**config.mk**
```make
export PLATFORM = sky130hd
export DESIGN_NAME = hierarchical_state_machine_engine
export DESIGN_NICKNAME = d
export VERILOG_FILES = /design/src/design/hsme_pkg.sv /design/src/design/hsme_state_table.sv /design/src/design/hierarchical_state_machine_engine.sv
export SDC_FILE = /design/constraint.sdc
export NUM_CORES = 1
export LEC_CHECK = 0
export BUFFER_PORTS_ARGS = -buffer_cell sky130_fd_sc_hd__buf_2
export CORE_ASPECT_RATIO = 0.5
export CORE_MARGIN = 5
export CORE_UTILIZATION = 25
export CTS_CLUSTER_DIAMETER = 60
export DETAILED_ROUTE_END_ITERATION = 16
export PLACE_DENSITY = 0.49
export SLEW_MARGIN = 20
export SYNTH_ARGS = -nofsm -noshare
export SYNTH_HDL_FRONTEND = slang
export SYNTH_HIERARCHICAL = 1
export SYNTH_SLANG_ARGS = --single-unit
```
**constraint.sdc**
```tcl
create_clock -name aclk -period 4.8 [get_ports aclk]
set_input_delay 0.48 -clock aclk [delete_from_list [all_inputs] [get_ports aclk]]
set_output_delay 0.48 -clock aclk [all_outputs]
set_load 0.01 [all_outputs]
```
**src/design/hsme_pkg.sv**
```systemverilog
// ----------------------------------------------------------------------------
// hsme_pkg: shared types and constants
// Table entry layout, microcode control word, code points and the microcode
// ROM of the hierarchical state machine engine.
// ----------------------------------------------------------------------------
`default_nettype none

package hsme_pkg;

    localparam int STATE_W     = 4;
    localparam int EVENT_W     = 4;
    localparam int MASK_W      = 16;
    localparam int STATE_SLOTS = 16;

    // commands (s_tuser)
    localparam logic [1:0] CMD_LOAD  = 2'd0;
    localparam logic [1:0] CMD_RESET = 2'd1;
    localparam logic [1:0] CMD_FIND  = 2'd2;
    localparam logic [1:0] CMD_TRANS = 2'd3;

    // result kinds (m_tuser)
    localparam logic [1:0] K_EXIT   = 2'd0;
    localparam logic [1:0] K_ENTER  = 2'd1;
    localparam logic [1:0] K_REPORT = 2'd2;
    localparam logic [1:0] K_STATUS = 2'd3;

    typedef struct packed {
        logic [STATE_W-1:0] parent;
        logic [STATE_W-1:0] init_child;
        logic               has_enter;
        logic               has_exit;
        logic [MASK_W-1:0]  mask;
    } entry_t;

    // branch conditions
    localparam int COND_W = 4;
    localparam logic [COND_W-1:0] C_NEVER       = 4'd0;
    localparam logic [COND_W-1:0] C_NOT_VALID   = 4'd1;
    localparam logic [COND_W-1:0] C_TGT_IS_CUR  = 4'd2;
    localparam logic [COND_W-1:0] C_P_IS_CUR    = 4'd3;
    localparam logic [COND_W-1:0] C_AT_GOAL     = 4'd4;
    localparam logic [COND_W-1:0] C_CAP         = 4'd5;
    localparam logic [COND_W-1:0] C_INIT_ZERO   = 4'd6;
    localparam logic [COND_W-1:0] C_HIT         = 4'd7;
    localparam logic [COND_W-1:0] C_ZERO_OR_CAP = 4'd8;
    localparam logic [COND_W-1:0] C_BAD_FIND    = 4'd9;

    // result emitted by a step
    localparam int EMIT_W = 4;
    localparam logic [EMIT_W-1:0] EM_NONE       = 4'd0;
    localparam logic [EMIT_W-1:0] EM_EXIT       = 4'd1;
    localparam logic [EMIT_W-1:0] EM_ENTER      = 4'd2;
    localparam logic [EMIT_W-1:0] EM_STAT_CUR   = 4'd3;
    localparam logic [EMIT_W-1:0] EM_STAT_BAD   = 4'd4;
    localparam logic [EMIT_W-1:0] EM_STAT_S     = 4'd5;
    localparam logic [EMIT_W-1:0] EM_STAT_FAIL  = 4'd6;
    localparam logic [EMIT_W-1:0] EM_REP_S      = 4'd7;
    localparam logic [EMIT_W-1:0] EM_REP_NONE   = 4'd8;

    // walk pointer source
    localparam logic [2:0] S_KEEP   = 3'd0;
    localparam logic [2:0] S_PARENT = 3'd1;
    localparam logic [2:0] S_INIT   = 3'd2;
    localparam logic [2:0] S_ZERO   = 3'd3;
    localparam logic [2:0] S_CUR    = 3'd4;
    localparam logic [2:0] S_TGT    = 3'd5;

    // goal source
    localparam logic [1:0] G_KEEP = 2'd0;
    localparam logic [1:0] G_ZERO = 2'd1;
    localparam logic [1:0] G_TGT  = 2'd2;
    localparam logic [1:0] G_P    = 2'd3;

    // microcode addresses
    localparam int UPC_W = 5;
    localparam logic [UPC_W-1:0] A_LD     = 5'd0;
    localparam logic [UPC_W-1:0] A_RS0    = 5'd1;
    localparam logic [UPC_W-1:0] A_RSX    = 5'd2;
    localparam logic [UPC_W-1:0] A_RSE    = 5'd3;
    localparam logic [UPC_W-1:0] A_ENT    = 5'd4;
    localparam logic [UPC_W-1:0] A_FIN    = 5'd5;
    localparam logic [UPC_W-1:0] A_FAIL   = 5'd6;
    localparam logic [UPC_W-1:0] A_FH0    = 5'd7;
    localparam logic [UPC_W-1:0] A_FH1    = 5'd8;
    localparam logic [UPC_W-1:0] A_FHREP  = 5'd9;
    localparam logic [UPC_W-1:0] A_FHNONE = 5'd10;
    localparam logic [UPC_W-1:0] A_TR0    = 5'd11;
    localparam logic [UPC_W-1:0] A_TR1    = 5'd12;
    localparam logic [UPC_W-1:0] A_TA     = 5'd13;
    localparam logic [UPC_W-1:0] A_TAY    = 5'd14;
    localparam logic [UPC_W-1:0] A_TX1    = 5'd15;
    localparam logic [UPC_W-1:0] A_TAN    = 5'd16;
    localparam logic [UPC_W-1:0] A_TB     = 5'd17;
    localparam logic [UPC_W-1:0] A_TBY    = 5'd18;
    localparam logic [UPC_W-1:0] A_TX2    = 5'd19;
    localparam logic [UPC_W-1:0] A_TRE    = 5'd20;
    localparam logic [UPC_W-1:0] A_TRBAD  = 5'd21;
    localparam logic [UPC_W-1:0] A_LAST   = A_TRBAD;

    // cond_a wins, then cond_b; otherwise the step performs its actions
    // and moves to nxt (or finishes when done is set)
    typedef struct packed {
        logic [COND_W-1:0] cond_a;
        logic [UPC_W-1:0]  tgt_a;
        logic [COND_W-1:0] cond_b;
        logic [UPC_W-1:0]  tgt_b;
        logic              emit_on_b;
        logic [EMIT_W-1:0] emit;
        logic              rd_tgt;
        logic [2:0]        s_sel;
        logic              steps_clr;
        logic              steps_inc;
        logic [1:0]        goal_sel;
        logic              p_load;
        logic [UPC_W-1:0]  nxt;
        logic              done;
    } ctrl_word_t;

    function automatic ctrl_word_t ucode_rom(input logic [UPC_W-1:0] addr);
        ctrl_word_t w;
        w = '0;
        unique case (addr)
            A_LD: begin
                w.emit = EM_STAT_CUR; w.done = 1'b1;
            end
            A_RS0: begin
                w.cond_a = C_NOT_VALID; w.tgt_a = A_RSE;
                w.goal_sel = G_ZERO; w.nxt = A_RSX;
            end
            A_RSX: begin
                w.cond_a = C_AT_GOAL; w.tgt_a = A_RSE;
                w.cond_b = C_CAP; w.tgt_b = A_FAIL;
                w.emit = EM_EXIT; w.s_sel = S_PARENT; w.steps_inc = 1'b1;
                w.nxt = A_RSX;
            end
            A_RSE: begin
                w.s_sel = S_ZERO; w.steps_clr = 1'b1; w.nxt = A_ENT;
            end
            A_ENT: begin
                // the enter notice goes out also on the step that ends the chain
                w.cond_a = C_CAP; w.tgt_a = A_FAIL;
                w.cond_b = C_INIT_ZERO; w.tgt_b = A_FIN; w.emit_on_b = 1'b1;
                w.emit = EM_ENTER; w.s_sel = S_INIT; w.steps_inc = 1'b1;
                w.nxt = A_ENT;
            end
            A_FIN: begin
                w.emit = EM_STAT_S; w.done = 1'b1;
            end
            A_FAIL: begin
                w.emit = EM_STAT_FAIL; w.done = 1'b1;
            end
            A_FH0: begin
                w.cond_a = C_BAD_FIND; w.tgt_a = A_FHNONE; w.nxt = A_FH1;
            end
            A_FH1: begin
                w.cond_a = C_HIT; w.tgt_a = A_FHREP;
                w.cond_b = C_ZERO_OR_CAP; w.tgt_b = A_FHNONE;
                w.s_sel = S_PARENT; w.steps_inc = 1'b1; w.nxt = A_FH1;
            end
            A_FHREP: begin
                w.emit = EM_REP_S; w.done = 1'b1;
            end
            A_FHNONE: begin
                w.emit = EM_REP_NONE; w.done = 1'b1;
            end
            A_TR0: begin
                w.rd_tgt = 1'b1;
                w.cond_a = C_NOT_VALID; w.tgt_a = A_TRBAD;
                w.cond_b = C_TGT_IS_CUR; w.tgt_b = A_LD;
                w.p_load = 1'b1; w.goal_sel = G_TGT; w.nxt = A_TR1;
            end
            A_TR1: begin
                w.cond_a = C_P_IS_CUR; w.tgt_a = A_TRE; w.nxt = A_TA;
            end
            A_TA: begin
                w.cond_a = C_AT_GOAL; w.tgt_a = A_TAY;
                w.cond_b = C_ZERO_OR_CAP; w.tgt_b = A_TAN;
                w.s_sel = S_PARENT; w.steps_inc = 1'b1; w.nxt = A_TA;
            end
            A_TAY: begin
                w.s_sel = S_CUR; w.steps_clr = 1'b1; w.nxt = A_TX1;
            end
            A_TX1: begin
                w.cond_a = C_AT_GOAL; w.tgt_a = A_FIN;
                w.cond_b = C_CAP; w.tgt_b = A_FAIL;
                w.emit = EM_EXIT; w.s_sel = S_PARENT; w.steps_inc = 1'b1;
                w.nxt = A_TX1;
            end
            A_TAN: begin
                w.goal_sel = G_P; w.s_sel = S_CUR; w.steps_clr = 1'b1;
                w.nxt = A_TB;
            end
            A_TB: begin
                w.cond_a = C_AT_GOAL; w.tgt_a = A_TBY;
                w.cond_b = C_ZERO_OR_CAP; w.tgt_b = A_FAIL;
                w.s_sel = S_PARENT; w.steps_inc = 1'b1; w.nxt = A_TB;
            end
            A_TBY: begin
                w.s_sel = S_CUR; w.steps_clr = 1'b1; w.nxt = A_TX2;
            end
            A_TX2: begin
                w.cond_a = C_AT_GOAL; w.tgt_a = A_TRE;
                w.cond_b = C_CAP; w.tgt_b = A_FAIL;
                w.emit = EM_EXIT; w.s_sel = S_PARENT; w.steps_inc = 1'b1;
                w.nxt = A_TX2;
            end
            A_TRE: begin
                w.s_sel = S_TGT; w.steps_clr = 1'b1; w.nxt = A_ENT;
            end
            A_TRBAD: begin
                w.emit = EM_STAT_BAD; w.done = 1'b1;
            end
            default: begin
                w.done = 1'b1;
            end
        endcase
        return w;
    endfunction

endpackage

`default_nettype wire

```
**src/design/hsme_state_table.sv**
```systemverilog
// ----------------------------------------------------------------------------
// hsme_state_table: state description table
// One write port for entry loads and one combinational read port; indexes
// at or beyond NUM_STATES are dropped on write and read back as zeros.
// ----------------------------------------------------------------------------
`default_nettype none

module hsme_state_table
    import hsme_pkg::*;
#(
    parameter int NUM_STATES = 16
) (
    input  wire logic               aclk,
    input  wire logic               wr_en,
    input  wire logic [STATE_W-1:0] wr_addr,
    input  wire entry_t             wr_entry,
    input  wire logic [STATE_W-1:0] rd_addr,
    output entry_t                  rd_entry
);

    localparam int ST_LIMIT = (NUM_STATES < STATE_SLOTS) ? NUM_STATES : STATE_SLOTS;
    localparam logic [STATE_W:0] ST_LIM = (STATE_W + 1)'(ST_LIMIT);

    entry_t mem [STATE_SLOTS];

    logic wr_in_range;
    logic rd_in_range;

    assign wr_in_range = {1'b0, wr_addr} < ST_LIM;
    assign rd_in_range = {1'b0, rd_addr} < ST_LIM;

    always_ff @(posedge aclk) begin
        if (wr_en && wr_in_range) begin
            mem[wr_addr] <= wr_entry;
        end
    end

    assign rd_entry = rd_in_range ? mem[rd_addr] : '0;

endmodule

`default_nettype wire

```
**src/design/hierarchical_state_machine_engine.sv**
```systemverilog
// ----------------------------------------------------------------------------
// hierarchical_state_machine_engine: statechart walker
// Microcoded sequencer over a state table: load, reset, find handler and
// transition commands produce exit/enter notices and a closing result.
// ----------------------------------------------------------------------------
// Each exit, enter or find level costs one sequencer step (one table read); a
// transition adds up to two ancestor walks (one step per level) plus up to 6
// fixed steps. Commands are taken one at a time: s_tready stays low while a
// command runs. Reset: sequencer and output valid cleared; state 0, valid.
// ----------------------------------------------------------------------------
`default_nettype none

module hierarchical_state_machine_engine
    import hsme_pkg::*;
#(
    parameter int NUM_STATES = 16,
    parameter int NUM_EVENTS = 16
) (
    input  wire logic        aclk,
    input  wire logic        aresetn,
    input  wire logic        s_tvalid,
    output logic             s_tready,
    // [3:0] target_state, [7:4] event_code, [11:8] parent_state,
    // [15:12] initial_child, [16] has_enter, [17] has_exit,
    // [33:18] handled_mask, [39:34] zero
    input  wire logic [39:0] s_tdata,
    // [1:0] cmd
    input  wire logic [1:0]  s_tuser,
    output logic             m_tvalid,
    input  wire logic        m_tready,
    // [3:0] state_out, [4] ok, [7:5] zero
    output logic [7:0]       m_tdata,
    // [1:0] kind
    output logic [1:0]       m_tuser,
    output logic             m_tlast
);

    localparam int STEP_W = $clog2(NUM_STATES + 1);
    localparam logic [STEP_W-1:0] CAP_VAL = STEP_W'(NUM_STATES);
    localparam int EV_LIMIT = (NUM_EVENTS < MASK_W) ? NUM_EVENTS : MASK_W;
    localparam logic [EVENT_W:0] EV_LIM = (EVENT_W + 1)'(EV_LIMIT);

    // control
    logic               busy_reg,  busy_next;
    logic [UPC_W-1:0]   upc_reg,   upc_next;
    logic [STATE_W-1:0] cur_reg,   cur_next;
    logic               valid_reg, valid_next;
    logic               mvalid_reg, mvalid_next;

    // datapath
    logic [STATE_W-1:0] s_reg,    s_next;
    logic [STATE_W-1:0] goal_reg, goal_next;
    logic [STATE_W-1:0] p_reg,    p_next;
    logic [STATE_W-1:0] tgt_reg,  tgt_next;
    logic [EVENT_W-1:0] ev_reg,   ev_next;
    logic [STEP_W-1:0]  steps_reg, steps_next;
    logic [1:0]         kind_reg, kind_next;
    logic [STATE_W-1:0] sout_reg, sout_next;
    logic               ok_reg,   ok_next;
    logic               last_reg, last_next;

    ctrl_word_t         cw;
    entry_t             rd_entry;
    entry_t             wr_entry;
    logic [STATE_W-1:0] rd_addr;
    logic               s_accept;
    logic               ev_ok;
    logic [15:0]        condv;
    logic               take_a;
    logic               take_b;
    logic               act;
    logic               stall;
    logic               step;
    logic               emit_gate;
    logic               do_emit;
    logic [UPC_W-1:0]   entry_upc;

    assign s_tready = !busy_reg;
    assign s_accept = s_tvalid && !busy_reg;

    assign wr_entry.parent     = s_tdata[11:8];
    assign wr_entry.init_child = s_tdata[15:12];
    assign wr_entry.has_enter  = s_tdata[16];
    assign wr_entry.has_exit   = s_tdata[17];
    assign wr_entry.mask       = s_tdata[33:18];

    assign cw      = ucode_rom(upc_reg);
    assign rd_addr = cw.rd_tgt ? tgt_reg : s_reg;

    hsme_state_table #(
        .NUM_STATES(NUM_STATES)
    ) u_table (
        .aclk    (aclk),
        .wr_en   (s_accept && (s_tuser == CMD_LOAD)),
        .wr_addr (s_tdata[3:0]),
        .wr_entry(wr_entry),
        .rd_addr (rd_addr),
        .rd_entry(rd_entry)
    );

    assign ev_ok = {1'b0, ev_reg} < EV_LIM;

    always_comb begin
        condv                = '0;
        condv[C_NOT_VALID]   = !valid_reg;
        condv[C_TGT_IS_CUR]  = tgt_reg == cur_reg;
        condv[C_P_IS_CUR]    = p_reg == cur_reg;
        condv[C_AT_GOAL]     = s_reg == goal_reg;
        condv[C_CAP]         = steps_reg >= CAP_VAL;
        condv[C_INIT_ZERO]   = rd_entry.init_child == '0;
        condv[C_HIT]         = ev_ok && rd_entry.mask[ev_reg];
        condv[C_ZERO_OR_CAP] = (s_reg == '0) || (steps_reg >= CAP_VAL);
        condv[C_BAD_FIND]    = !valid_reg || !ev_ok;
    end

    assign take_a = condv[cw.cond_a];
    assign take_b = !take_a && condv[cw.cond_b];
    assign act    = !take_a && !take_b;

    // any step that may emit waits for a free output register
    assign stall = (cw.emit != EM_NONE) && mvalid_reg && !m_tready;
    assign step  = busy_reg && !stall;

    always_comb begin
        case (cw.emit)
            EM_NONE:  emit_gate = 1'b0;
            EM_EXIT:  emit_gate = rd_entry.has_exit;
            EM_ENTER: emit_gate = rd_entry.has_enter;
            default:  emit_gate = 1'b1;
        endcase
    end

    assign do_emit = step && emit_gate && (act || (take_b && cw.emit_on_b));

    always_comb begin
        unique case (s_tuser)
            CMD_LOAD:  entry_upc = A_LD;
            CMD_RESET: entry_upc = A_RS0;
            CMD_FIND:  entry_upc = A_FH0;
            CMD_TRANS: entry_upc = A_TR0;
            default:   entry_upc = A_LD;
        endcase
    end

    always_comb begin
        busy_next   = busy_reg;
        upc_next    = upc_reg;
        cur_next    = cur_reg;
        valid_next  = valid_reg;
        mvalid_next = mvalid_reg && !m_tready;
        s_next      = s_reg;
        goal_next   = goal_reg;
        p_next      = p_reg;
        tgt_next    = tgt_reg;
        ev_next     = ev_reg;
        steps_next  = steps_reg;
        kind_next   = kind_reg;
        sout_next   = sout_reg;
        ok_next     = ok_reg;
        last_next   = last_reg;

        if (s_accept) begin
            busy_next  = 1'b1;
            upc_next   = entry_upc;
            s_next     = cur_reg;
            steps_next = '0;
            tgt_next   = s_tdata[3:0];
            ev_next    = s_tdata[7:4];
        end

        if (step) begin
            if (take_a) begin
                upc_next = cw.tgt_a;
            end else if (take_b) begin
                upc_next = cw.tgt_b;
            end else begin
                unique case (cw.s_sel)
                    S_KEEP:   s_next = s_reg;
                    S_PARENT: s_next = rd_entry.parent;
                    S_INIT:   s_next = rd_entry.init_child;
                    S_ZERO:   s_next = '0;
                    S_CUR:    s_next = cur_reg;
                    S_TGT:    s_next = tgt_reg;
                    default:  s_next = s_reg;
                endcase
                unique case (cw.goal_sel)
                    G_KEEP:  goal_next = goal_reg;
                    G_ZERO:  goal_next = '0;
                    G_TGT:   goal_next = tgt_reg;
                    G_P:     goal_next = p_reg;
                    default: goal_next = goal_reg;
                endcase
                if (cw.steps_clr) begin
                    steps_next = '0;
                end else if (cw.steps_inc) begin
                    steps_next = steps_reg + 1'b1;
                end
                if (cw.p_load) begin
                    p_next = rd_entry.parent;
                end
                if (cw.done) begin
                    busy_next = 1'b0;
                end else begin
                    upc_next = cw.nxt;
                end
            end
        end

        if (do_emit) begin
            mvalid_next = 1'b1;
            unique case (cw.emit)
                EM_EXIT: begin
                    kind_next = K_EXIT;   sout_next = s_reg;   ok_next = 1'b1;
                    last_next = 1'b0;
                end
                EM_ENTER: begin
                    kind_next = K_ENTER;  sout_next = s_reg;   ok_next = 1'b1;
                    last_next = 1'b0;
                end
                EM_STAT_CUR: begin
                    kind_next = K_STATUS; sout_next = cur_reg; ok_next = 1'b1;
                    last_next = 1'b1;
                end
                EM_STAT_BAD: begin
                    kind_next = K_STATUS; sout_next = cur_reg; ok_next = 1'b0;
                    last_next = 1'b1;
                end
                EM_STAT_S: begin
                    kind_next = K_STATUS; sout_next = s_reg;   ok_next = 1'b1;
                    last_next = 1'b1;
                    cur_next  = s_reg;
                    valid_next = 1'b1;
                end
                EM_STAT_FAIL: begin
                    kind_next = K_STATUS; sout_next = '0;      ok_next = 1'b0;
                    last_next = 1'b1;
                    cur_next  = '0;
                    valid_next = 1'b0;
                end
                EM_REP_S: begin
                    kind_next = K_REPORT; sout_next = s_reg;   ok_next = 1'b1;
                    last_next = 1'b1;
                end
                default: begin
                    kind_next = K_REPORT; sout_next = '0;      ok_next = 1'b0;
                    last_next = 1'b1;
                end
            endcase
        end
    end

    always_ff @(posedge aclk) begin
        if (!aresetn) begin
            busy_reg   <= 1'b0;
            upc_reg    <= A_LD;
            cur_reg    <= '0;
            valid_reg  <= 1'b1;
            mvalid_reg <= 1'b0;
        end else begin
            busy_reg   <= busy_next;
            upc_reg    <= upc_next;
            cur_reg    <= cur_next;
            valid_reg  <= valid_next;
            mvalid_reg <= mvalid_next;
        end
    end

    always_ff @(posedge aclk) begin
        s_reg     <= s_next;
        goal_reg  <= goal_next;
        p_reg     <= p_next;
        tgt_reg   <= tgt_next;
        ev_reg    <= ev_next;
        steps_reg <= steps_next;
        kind_reg  <= kind_next;
        sout_reg  <= sout_next;
        ok_reg    <= ok_next;
        last_reg  <= last_next;
    end

    assign m_tvalid = mvalid_reg;
    assign m_tdata  = {3'b000, ok_reg, sout_reg};
    assign m_tuser  = kind_reg;
    assign m_tlast  = last_reg;

    // reset leaves a valid root state
    a_reset_state: assert property (@(posedge aclk)
        !aresetn |=> (valid_reg && (cur_reg == '0)))
        else $error("current state not restored by reset");

    // an invalid machine always parks at state 0
    a_invalid_zero: assert property (@(posedge aclk) disable iff (!aresetn)
        !valid_reg |-> (cur_reg == '0))
        else $error("invalid state with nonzero current state");

    // finishing a command leaves its closing transfer in the output register
    a_done_last: assert property (@(posedge aclk) disable iff (!aresetn)
        ($fell(busy_reg) && $past(aresetn)) |-> (mvalid_reg && last_reg))
        else $error("command finished without a closing transfer");

    // sequencer stays inside the program
    a_upc_range: assert property (@(posedge aclk) disable iff (!aresetn)
        busy_reg |-> (upc_reg <= A_LAST))
        else $error("microcode address out of range");

endmodule

`default_nettype wire

```
== After elaboration in Yosys (flattened, before gate mapping) ==
Memory sizes are Yosys's and may differ from the RTL's.
Cells that the tools add are included.

* Word-level logic and storage cells: 165
* Input bits: 46
* Memories kept: 1
* Output and inout bits: 13
* Bits in registers: 45
* Memory bits (writable): 416

{| class="wikitable"
|+ Memory list
! memory !! depth !! width !! read ports !! clocked after memory_dff !! write ports !! RTL line !! text
|-
| u_table.mem || 16 || 26 || 1 || 0 || 1 || hsme_state_table.sv:24 || <nowiki>entry_t mem [STATE_SLOTS];</nowiki>
|}

* Bitwise logic cells: 3
* Magnitude comparators: 4
* Eq/ne operators: 43
* Muxes and demuxes: 50
* Reductions and logical operators: 48
* Add/sub/neg operators: 1

{| class="wikitable"
|+ Operators with widths
! cell !! count
|-
| case mux 9 bit (11 select lines) || 1
|-
| two-way mux 5 bit || 11
|-
| case mux 9 bit (6 select lines) || 1
|-
| equality test 5 x 4 -> 1 bit, second input constant || 8
|-
| case mux 5 bit (8 select lines) || 1
|-
| case mux 4 bit (8 select lines) || 1
|-
| equality test 5 bit, second input constant || 6
|-
| equality test 5 x 3 -> 1 bit, second input constant || 4
|-
| two-way mux 4 bit || 5
|-
| case mux 4 bit (5 select lines) || 1
|-
| case mux 5 bit (4 select lines) || 1
|-
| two-way mux 1 bit || 17
|-
| equality test 4 x 3 -> 1 bit, second input constant || 4
|-
| case mux 4 bit (2 select lines) || 2
|-
| OR reduction 16 bit || 1
|-
| OR reduction 2 bit || 8
|-
| less-than comparator 4 x 5 -> 1 bit, second input constant || 3
|-
| case mux 3 bit (5 select lines) || 1
|-
| binary-select mux 1 bit (select 4 bit) || 3
|-
| equality test 4 bit || 3
|-
| logical NOT 4 bit || 3
|-
| case mux 2 bit (3 select lines) || 2
|-
| case mux 4 bit (3 select lines) || 1
|-
| logical AND 1 bit || 11
|-
| 28 further kinds || 50
|}

== Logic depth before layout (Yosys ltp) ==
An unclocked memory read counts as a cell.

* Word-level depth: 15
* Depth in mapped cells: 21
* Depth with buffers taken out: 14

== By module ==
Netlist, hierarchy kept.

{| class="wikitable"
|+ Modules (own cells, without submodules)
! module !! instances !! cells each !! area an instance (um^2) !! seq. area each (um^2)
|-
| hsme_state_table || 1 || 660 || 15856.5 || 12492.0
|-
| hierarchical_state_machine_engine || 1 || 401 || 3410.8 || 1181.1
|}

== Worst setup path after synthesis ==
No wires, ideal clock.

* Kind: reg-to-reg
* Start point: register upc_reg[3]
* End point: register goal_reg[0], enable pin
* Arrival time: 4.692 ns
* Setup slack: -0.253 ns
* Stages on the path, launching flop included: 21
* Clock period less this slack: 5.053 ns
* Required time: 4.439 ns
* Cells stage by stage: dfxtp_1 > buf_2 > buf_2 > buf_1 > buf_1 > and3_1 > nand2_1 > nand2_1 > buf_6 > buf_2 > mux4_2 > a22oi_1 > nand2_1 > mux4_2 > and3b_1 > nor4_1 > a32oi_1 > mux2i_1 > buf_2 > nand2_2 > nor3_1

{| class="wikitable"
|+ RTL lines
! item !! RTL line !! text
|-
| start, declared || hierarchical_state_machine_engine.sv:45 || <nowiki>logic [UPC_W-1:0] upc_reg, upc_next;</nowiki>
|-
| start signal, assigned || hierarchical_state_machine_engine.sv:261 || <nowiki>upc_reg <= upc_next;</nowiki>
|-
| end signal, assigned || hierarchical_state_machine_engine.sv:270 || <nowiki>goal_reg <= goal_next;</nowiki>
|-
| end, declared || hierarchical_state_machine_engine.sv:52 || <nowiki>logic [STATE_W-1:0] goal_reg, goal_next;</nowiki>
|}

==> qor.txt <==
max_cap viols: 0
fillers: 7502
CP max FO: 9
die width: 403 microns
clock sink total: 461
Post-synth ARST share: 0%
CTS root buf: clkbuf_16
Relative slew margins: 44.2%
crit path time final: 4.55 ns
clock latency on the worst-skew pair: 0.60 ns
switching power: 3.44 mW
die area: 0.0831 sq mm
Max clock buf depth: 3
DRT iter0 DRCs: 924
Worst Tran Pin Value: 0.830 ns
layout cells sized above 1: 24.1%
syn avg cell area: 18.2 sq um
I/O Pins: 59
HPWL Detailed: 28800 microns
drt via density: 4.65
Reg power frac: 40.7%
vias in the first global route: 10600
cts bufs inserted: 48
Worst VDD drop: 280 uV
static power due to leakage: 7.19 nW
flops & latches, synth: 461
# hold bufs at CTS: 0
post-synth top area share: 69.2%
cell accounting for the most synthesized area: edfxtp_1
Netlist cell types: 77
ANT nets after route: 0
Pint: 7.88 mW
switching share of power: 30.4%
ranking of synthesized cells by area: edfxtp_1, mux4_2, mux4_1
fin nets: 1208
Mapped Area: 0.0193 sq mm
Most used DFF post-synth: edfxtp_1
Finish-stage setup viols: 0
synth cell count leaders: edfxtp_1, nand2_1, mux4_2
combinational cell fraction of total power: 28.8%
port buffer count: 49
Rows: 72
setup tns final: 0 ns
outcome: finished clean
Initial Utilization: 25.1%
final hold violation count: 0
diode count: 0
max-slew violation count: 0
1st-pass router iterations: 5
first-pass GRT wire length: 71000 microns
H-tree Lvls: 2
sequential-to-total area share from yosys stat: 71.0%
GPL Wtd Cong: 0.842
Req. time, crit path: 5.08 ns
Setup crit start kind: flop
power share of the clock group: 30.4%
RSZ-0062 raised after global routing: false
TritonCTS clock tree: built
initial antenna violation count: 2
met1 capacity usage during global routing: 15.4%
PD cells: 500 mW/mm^2
die height: 206 microns
Overflow after GRT: 0
Setup CP Type: reg -> reg
met2 Resource Use GR: 19.2%
Core Box Area: 0.0768 sq mm
max reg flops: 416
period utilization: 94.9%
GR Util met3: 1.82%
CP Capture Type: flop
DR DRC count: 0
Routed Wire Length: 47900 microns
Post-synth EDFFs: 444
GR Util All Layers: 11.4%
Ys Warns: 6
vias: 10400
Critical Path AT: 4.83 ns
most common cell in the netlist: edfxtp_1
clk_skew: 0.0422 ns
worst hold path class: in -> reg
Top Usage Layer GRT: met2
synthesized instance count: 1061
Fin Hold WS: 0.0717 ns
area grow syn2layout: 17.4%
largest net degree at the start of global routing: 40
clock-pin transition on the worst setup and hold timing paths: 0.06 ns
fmax: 220 MHz
drt wl/cell: 21.4 microns
what timing repair did:
action | 4_1_cts | 5_1_grt
setup buffers | 0 | 5
gates resized for setup | 0 | 5
endpoints found under the setup margin | 0 | 26
stage by stage:
step | power [mW] | std cells | area, sq um | util (%) | setup WS, ns
6_report | 11.3 | 2234 | 22600 | 29.4 | 0.246
5_1_grt | 11.9 | 2234 | 22600 | 29.4 | 0.00119
4_1_cts | 11.4 | 2228 | 22500 | 29.3 | 0.0278
3_5_place_dp | 7.89 | 2140 | 21100 | 27.4 | 0.0424
3_3_place_gp | 7.87 | 2140 | 21100 | 27.4 | 0.183
2_1_floorplan | 6.93 | 1063 | 19300 | - | 0.0177
power groups by stage:
stage,Combinational [mW],Clock [mW],Sequential [mW]
final,3.26,3.45,4.61
after global routing,3.52,3.73,4.62
after CTS,3.21,3.56,4.61
after detailed placement,3.20,0,4.70
after global placement,3.17,0,4.69
after floorplan,2.25,0,4.68
layer usage:
layer,up-vias,wire [microns]
li1,4586,-
met1,5443,21400
met2,283,23100
met3,69,2550
met4,2,876
met5,-,11
cells by family after synthesis:
| logic type | share of synthesized area [%] |
|---|---|
| other cells | 0.0195 |
| xor+xnor | 0.773 |
| fa+ha+maj | 0.130 |
| buf+inv | 2.42 |
| flops | 71.0 |
| compound gates | 5.97 |
| mux | 14.1 |
| simple gates | 5.62 |
worst max-delay path, stage by stage, from the launching register on:
cell	delay, ns
dfxtp_1	0.32
and2b_1	0.26
and3_1	0.25
nand2_1	0.14
nand2_4	0.21
buf_6	0.20
mux4_1	0.59
a22oi_2	0.19
nand2_1	0.09
mux4_2	0.48
and3b_1	0.19
nor4_1	0.23
buf_4	0.22
a32oi_1	0.10
mux2i_1	0.19
buf_4	0.18
nand4_1	0.14
inv_1	0.13
buf_12	0.13
layout by cell type (no fill, tap or decap), types with 4 or more instances in the layout:
| master | n |
|---|---|
| a222oi_1 | 5 |
| o21ai_1 | 4 |
| buf_2 | 49 |
| nor2_1 | 19 |
| a22o_1 | 6 |
| xnor2_1 | 12 |
| buf_12 | 7 |
| a21oi_1 | 26 |
| nor3_2 | 5 |
| a21o_1 | 4 |
| and3_1 | 6 |
| nand2_1 | 73 |
| nand3_1 | 17 |
| nor3_1 | 7 |
| and2_1 | 4 |
| dfxtp_1 | 17 |
| clkbuf_1 | 9 |
| mux2i_1 | 14 |
| xor2_1 | 5 |
| nor2_4 | 12 |
| mux4_1 | 36 |
| nand4_1 | 8 |
| a22oi_1 | 55 |
| nand3b_1 | 6 |
| nor2b_1 | 8 |
| inv_1 | 9 |
| nand2b_1 | 10 |
| clkinv_2 | 8 |
| nor4_1 | 6 |
| nor3b_1 | 4 |
| mux4_2 | 71 |
| o21ai_0 | 27 |
| and3b_1 | 4 |
| edfxtp_1 | 444 |
| buf_4 | 56 |
| clkbuf_16 | 49 |
| clkinv_1 | 16 |
worst paths after layout:
path / from / to / slack [ns] / depth (start not counted)
setup / recovery: upc_reg[4]$_SDFF_PN0_ / m_tuser[1]$_DFFE_PP_ / 0.25 / 18
hold / removal: s_tdata[6] / ev_reg[2]$_DFFE_PP_ / 0.07 / 1
setup reg to reg: upc_reg[4]$_SDFF_PN0_ / m_tuser[1]$_DFFE_PP_ / 0.25 / 18
hold reg to reg: steps_reg[4]$_DFF_P_ / steps_reg[4]$_DFF_P_ / 0.51 / 1
area by class of cell:
cell class	instances	area [sq um]	share of cell area [%]
Sequential cell	461	13700	60.4
Multi-Input combinational cell	522	5290	23.4
Tap cell	1036	1300	5.73
Clock buffer	57	1230	5.46
Timing Repair Buffer	115	870	3.84
Clock inverter	31	225	0.995
Inverter	12	45.0	0.199
Note: power is estimated with default switching activity, not from simulation.
